[src/rtl/core/kte_pkg.sv]
package kte_pkg;

    localparam int IN_DATA_W  = 200;
    localparam int IN_USER_W  = 3;
    localparam int OUT_DATA_W = 80;
    localparam int KEY_W      = 64;
    localparam int PAY_W      = 64;
    localparam int USED_W     = 7;

    typedef enum logic [2:0] {
        OP_LOOKUP = 3'd0,
        OP_ADD    = 3'd1,
        OP_REMOVE = 3'd2,
        OP_MOVE   = 3'd3,
        OP_CLEAR  = 3'd4
    } t_op;

    typedef enum logic [2:0] {
        ST_DONE      = 3'd0,
        ST_NOT_FOUND = 3'd1,
        ST_EXISTS    = 3'd2,
        ST_REFUSED   = 3'd3,
        ST_FULL      = 3'd4
    } t_status;

    typedef enum logic [2:0] {
        S_IDLE,
        S_SCAN,
        S_DECIDE,
        S_SHIFT,
        S_RM_DONE
    } t_state;

    typedef struct packed {
        logic    load;
        logic    scan_start;
        logic    shift_start;
        logic    wr_add_new;
        logic    wr_upd_pay;
        logic    wr_move_key;
        logic    cnt_inc;
        logic    cnt_dec;
        logic    cnt_clr;
        logic    dirty_set;
        logic    dirty_clr;
        logic    resp_load;
        t_status resp_status;
        logic    resp_found;
    } t_dp_cmd;

    typedef struct packed {
        t_op  op;
        logic upd;
        logic hit_key;
        logic hit_new;
        logic keys_eq;
        logic full;
        logic scan_done;
        logic shift_done;
        logic out_free;
    } t_dp_sts;

endpackage

[src/rtl/core/kte_ctrl.sv]
module kte_ctrl (
    input  logic              i_clk,
    input  logic              i_rst_n,
    input  logic              i_in_valid,
    input  logic [2:0]        i_in_op,
    output logic              o_in_ready,
    input  kte_pkg::t_dp_sts  i_sts,
    output kte_pkg::t_dp_cmd  o_cmd
);

    kte_pkg::t_state r_state;
    kte_pkg::t_state n_state;

    always_ff @(posedge i_clk) begin
        if (!i_rst_n) begin
            r_state <= kte_pkg::S_IDLE;
        end else begin
            r_state <= n_state;
        end
    end

    always_comb begin
        n_state    = r_state;
        o_cmd      = '0;
        o_cmd.resp_status = kte_pkg::ST_DONE;
        o_in_ready = 1'b0;
        unique case (r_state)
            kte_pkg::S_IDLE: begin
                o_in_ready = 1'b1;
                if (i_in_valid) begin
                    o_cmd.load = 1'b1;
                    case (i_in_op) inside
                        kte_pkg::OP_LOOKUP, kte_pkg::OP_ADD,
                        kte_pkg::OP_REMOVE, kte_pkg::OP_MOVE: begin
                            o_cmd.scan_start = 1'b1;
                            n_state = kte_pkg::S_SCAN;
                        end
                        default: begin
                            n_state = kte_pkg::S_DECIDE;
                        end
                    endcase
                end
            end
            kte_pkg::S_SCAN: begin
                if (i_sts.scan_done) begin
                    n_state = kte_pkg::S_DECIDE;
                end
            end
            kte_pkg::S_DECIDE: begin
                if (i_sts.op == kte_pkg::OP_REMOVE && i_sts.hit_key) begin
                    o_cmd.shift_start = 1'b1;
                    n_state = kte_pkg::S_SHIFT;
                end else if (i_sts.out_free) begin
                    o_cmd.resp_load = 1'b1;
                    n_state = kte_pkg::S_IDLE;
                    case (i_sts.op)
                        kte_pkg::OP_LOOKUP: begin
                            if (i_sts.hit_key) begin
                                o_cmd.resp_found = 1'b1;
                            end else begin
                                o_cmd.resp_status = kte_pkg::ST_NOT_FOUND;
                            end
                        end
                        kte_pkg::OP_ADD: begin
                            if (i_sts.hit_key) begin
                                if (i_sts.upd) begin
                                    o_cmd.wr_upd_pay = 1'b1;
                                    o_cmd.dirty_set  = 1'b1;
                                end else begin
                                    o_cmd.resp_status = kte_pkg::ST_EXISTS;
                                end
                            end else if (i_sts.full) begin
                                o_cmd.resp_status = kte_pkg::ST_FULL;
                            end else begin
                                o_cmd.wr_add_new = 1'b1;
                                o_cmd.cnt_inc    = 1'b1;
                                o_cmd.dirty_set  = 1'b1;
                            end
                        end
                        kte_pkg::OP_REMOVE: begin
                            o_cmd.resp_status = kte_pkg::ST_NOT_FOUND;
                        end
                        kte_pkg::OP_MOVE: begin
                            if (i_sts.keys_eq || i_sts.hit_new) begin
                                o_cmd.resp_status = kte_pkg::ST_REFUSED;
                            end else if (!i_sts.hit_key) begin
                                o_cmd.resp_status = kte_pkg::ST_NOT_FOUND;
                            end else begin
                                o_cmd.wr_move_key = 1'b1;
                                o_cmd.dirty_set   = 1'b1;
                            end
                        end
                        kte_pkg::OP_CLEAR: begin
                            o_cmd.cnt_clr   = 1'b1;
                            o_cmd.dirty_clr = 1'b1;
                        end
                        default: begin
                            o_cmd.resp_status = kte_pkg::ST_DONE;
                        end
                    endcase
                end
            end
            kte_pkg::S_SHIFT: begin
                if (i_sts.shift_done) begin
                    n_state = kte_pkg::S_RM_DONE;
                end
            end
            kte_pkg::S_RM_DONE: begin
                if (i_sts.out_free) begin
                    o_cmd.resp_load = 1'b1;
                    o_cmd.cnt_dec   = 1'b1;
                    o_cmd.dirty_set = 1'b1;
                    n_state = kte_pkg::S_IDLE;
                end
            end
            default: begin
                n_state = kte_pkg::S_IDLE;
            end
        endcase
    end

endmodule

[config.mk]
export PLATFORM = sky130hd
export DESIGN_NAME = kte_ctrl
export DESIGN_NICKNAME = d
export VERILOG_FILES = /design/src/rtl/core/kte_pkg.sv /design/src/rtl/core/kte_ctrl.sv
export SDC_FILE = /design/constraint.sdc
export NUM_CORES = 1
export LEC_CHECK = 0
export ABC_AREA = 0
export BUFFER_PORTS_ARGS = -buffer_cell sky130_fd_sc_hd__buf_2
export CORE_AREA = 3 3 40 42
export DETAILED_ROUTE_END_ITERATION = 7
export DIE_AREA = 0 0 43 45
export GPL_ROUTABILITY_DRIVEN = 0
export GPL_TIMING_DRIVEN = 0
export PLACE_DENSITY = 0.73
export SKIP_LAST_GASP = 1
export SLEW_MARGIN = 20
export SYNTH_ARGS = -nofsm -noshare
export SYNTH_HDL_FRONTEND = slang
export SYNTH_SLANG_ARGS = --single-unit
[constraint.sdc]
create_clock -name i_clk -period 1.8 [get_ports i_clk]
set_input_delay 0.27 -clock i_clk [delete_from_list [all_inputs] [get_ports i_clk]]
set_output_delay 0.27 -clock i_clk [all_outputs]
set_load 0.03 [all_outputs]
Word level (Yosys, flattened, before mapping)
Index checks and enable logic that the tools add are counted.
Storage, ports and cells
  register bits after elaboration: 3
Operators by class
  equality and inequality tests: 14
  multiplexer cells: 43
  reduce and logical (&&, ||, !) cells: 7
Operator list (count)
  two-way mux 3 bit: 8
  two-way mux 1 bit: 19
  == test 3 x 2 -> 1 bit (second input constant): 6
  two-way mux 8 bit: 2
  one-hot mux 3 bit (5 select lines): 1
  two-way mux 4 bit: 3
  one-hot mux 3 bit (4 select lines): 1
  two-way mux 2 bit: 5
  == test 3 x 1 -> 1 bit (second input constant): 3
  logical NOT 3 bit: 3
  == test 3 bit (second input constant): 2
  != test 2 bit (second input constant): 3
  one-hot mux 1 bit (2 select lines): 3
  two-way mux 5 bit: 1
  OR reduction 4 bit: 1
  AND reduction 3 bit: 1
  logical AND 1 bit: 1
  logical OR 1 bit: 1

Depth between registers and ports, before layout
  depth in word-level cells: 6
  depth in mapped cells: 6
  mapped depth without buffers: 5

Worst setup path before layout
Ideal clock, no wire load.
  path kind: register to output
  start: register r_state[2]
  end: output o_cmd[12] (netlist bit)
  arrival time: 2.171 ns
  required time: 1.530 ns
  setup slack: -0.641 ns
  stages on the path, launching flop included: 6
  path buffers: 2
  cells stage by stage: dfxtp_1 > buf_2 > and4bb_1 > nand3b_2 > nor4_1 > buf_4
RTL lines
  start: declaration: line kte_ctrl.sv:11  | kte_pkg::t_state r_state;
  start signal: assignment: line kte_ctrl.sv:16  | r_state <= kte_pkg::S_IDLE;
  start signal: assignment: line kte_ctrl.sv:18  | r_state <= n_state;
  end: declaration: line kte_ctrl.sv:8  | output kte_pkg::t_dp_cmd o_cmd

==> impl_metrics.toml <==
[status]
status = "finished with violations"
violations = "negative setup slack"

[finish]
diodes = 0
drive_above_1_share_pct = 57.0
post_layout_nonfiller_instances = 122
area_delta_synth_final_pct = 72.4
largest_reg_flops = 3
largest-register = "r_state"
nNetsFinal = 125
reg_top3 = "r_state: 3 flops"

[logic_synthesis]
synth.avg_cell_area_um2 = 7.09
yosysSeqAreaShare_pct = 12.3
synth_cells = 69
synth-edff-count = 0
async_flop_share_pct = 0
synth.area.top_cells = "dfxtp_1, nand2_1, buf_2"
synth_top_area_cell = "dfxtp_1"
syn_area_um2 = 489
synth_fp_nets = 86
synth_flop_cell = "dfxtp_1"
synth_top_area_share_pct = 12.3
synthDistinctLibCells = 35
synth_seq_cells = 3
ys_warn_count = 0

[sta]
fin_crit_ns = 1.83
whs_ns = 0.297
setup_violations = 3
fin_ws_ns = -0.0329
hold_viol = 0
rsz0062_at_grt = "true"
fin_skew_ns = 0.00508
tightest_slew_ns = 0.357
final.period_utilization_pct = 102
maxSlewHeadroom_pct = 75.9
max_freq_ghz = 0.546
slew_viol_final = 0

[clock_tree]
insertion_delay_ns = 0.23
cts_max_level = 1
clockBufferDepth = 2
clk_pin_slew_ns = 0.04
cts_buffers = 3
clock-sinks = 3
cts_root_buf = "clkbuf_4"
cts_tree = "built"

[setup_path]
r2r_slack_ns = 0.50
crit_arrival_ns = 1.56
cp-start-kind = "register"
path_max_fanout = 5
crit_chain = "and4bb_2, nand3b_4, buf_4, nor4b_4, buf_6"
critPathMaxStageDelay_ns = 0.34
worstSetupEndpointType = "output port"
crit_slowest_cell = "and4bb_2"
crit_type = "register to output port"
worstPathRequired_ns = 1.53

[min_path]
hold_path.class = "input port to register"

[routing]
route.detailed.drc = 0
drt-initial-drc-count = 14
drtAntennaViolNets = 0
postRouteWirelength_um = 1540
wl_per_cell_um = 12.6
viasPerCell = 5.46
dr.pass1.iters = 4
vias = 666

[pwr]
total_leakage_power_nw = 0.396
p_per_area_nw_per_um2 = 604
p_sw_share_pct = 43.0
ir_drop_mv = 0.367
p_comb_share_pct = 60.2
p_int_mw = 0.290
pwr-share-seq_pct = 17.5
p_switching_mw = 0.219
power.share.clock_pct = 22.3

[die]
start_util_pct = 38.1
die_h_um = 45
coreArea_um2 = 1280
rows = 13
dieArea_um2 = 1940
die-width_um = 43
io_pins = 34

[global_route]
grt_max_degree = 11
grt-ovfl-total = 0
met1_usage_pct = 17.7
grt_pass1_wl_um = 2350
grt_pass1_vias = 572
grtUsageMet3_pct = 0.797
grt.busiest_layer = "met2"
antenna_found_initial = 0
track_usage_pct = 14.7
grtUsageMet2_pct = 29.3

[placed_design]
place_hpwl_um = 1070
dp_cells = 114
numPortBuffers = 30

[run]
maxCapViolations = 0
[placed cells by master (no fill, tap or decap), drive strengths merged, types with 2 or more instances in the layout]
master,synthesis,final
dfxtp,3,3
nand2b,2,2
or3,2,2
nor2,3,3
nand2,7,7
and4bb,2,2
inv,4,4
o22ai,3,3
nor2b,3,3
a21oi,2,2
nor4,3,3
buf,7,39
o21ai,5,5
and2,2,2
nor3,4,4
clkbuf,0,6
nor3b,2,2
[what timing repair did]
action	CTS	global route
endpoints found under the setup margin	8	9
hold buffers	0	0
pin swaps	6	2
setup buffers	1	4
gates resized for setup	10	13
[metal layers]
layer	wire length [µm]	vias to the layer above
li1	-	334
met1	589	300
met2	798	32
met3	151	0
met4	0	0
met5	0	-
[per-stage QoR]
step / worst slack (ns) / power, mW / cell area [µm²] / setup TNS [ns] / utilization, %
2_1_floorplan: -0.0587 / 0.279 / 528 / -0.150 / -
3_3_place_gp: 0.0575 / 0.346 / 697 / 0 / 54.2
3_5_place_dp: 0.0347 / 0.348 / 697 / 0 / 54.2
4_1_cts: 0.00728 / 0.474 / 756 / 0 / 58.8
5_1_grt: -0.0947 / 0.544 / 843 / -0.417 / 65.6
6_report: -0.0329 / 0.509 / 843 / -0.0900 / 65.6
[cells in the mapped netlist, types with 2 or more instances]
cell type and instances:
a21oi_1 2, and2_1 2, buf_2 5, buf_4 2, dfxtp_1 3, inv_1 4, nand2_1 7, nand2b_1 2
nor2_1 3, nor2b_1 3, nor3_1 4, nor4_1 2, o21ai_0 5, o22ai_1 3, or3_1 2
[critical path, delay by kind of cell, from the launching register on]
family / cells / cell delay [ns]
buffers and inverters: 2 / 0.33
and+or+nand+nor: 3 / 0.68
DFF: 1 / 0.32
[worst paths after layout]
check	start	end	cells past startpoint
min reg2reg	r_state[0]	r_state[0]	3
max reg2reg	r_state[2]	r_state[0]	4
max	r_state[0]	o_cmd[3]	5
min	i_rst_n	r_state[2]	3
[cell families after synthesis]
kind of cell | count (synthesis) | synth area share [%]
multiplexers | 2 | 4.35
flip-flops | 3 | 12.3
buffers and inverters | 11 | 11.3
AND/OR/NAND/NOR | 37 | 49.9
AO/OA/AOI/OAI | 16 | 22.3
[cell type report]
class                   instances  area (µm²)
inverters                       4        15.0
repair buffers                 35         210
plain buffers                   6        40.0
well taps                      15        18.8
fillers                       108         442
multi-input cells              55         468
clock buffers                   4        26.3
flip-flops and latches          3        65.1
[power groups by stage]
stage          sequential [mW]  combinational, mW  clock (mW)
5_1_grt                 0.0905              0.334       0.119
3_5_place_dp            0.0858              0.263           0
4_1_cts                 0.0965              0.263       0.115
3_3_place_gp            0.0855              0.260           0
6_report                0.0892              0.306       0.114
2_1_floorplan           0.0830              0.196           0
(Power assumes the default switching activity.)
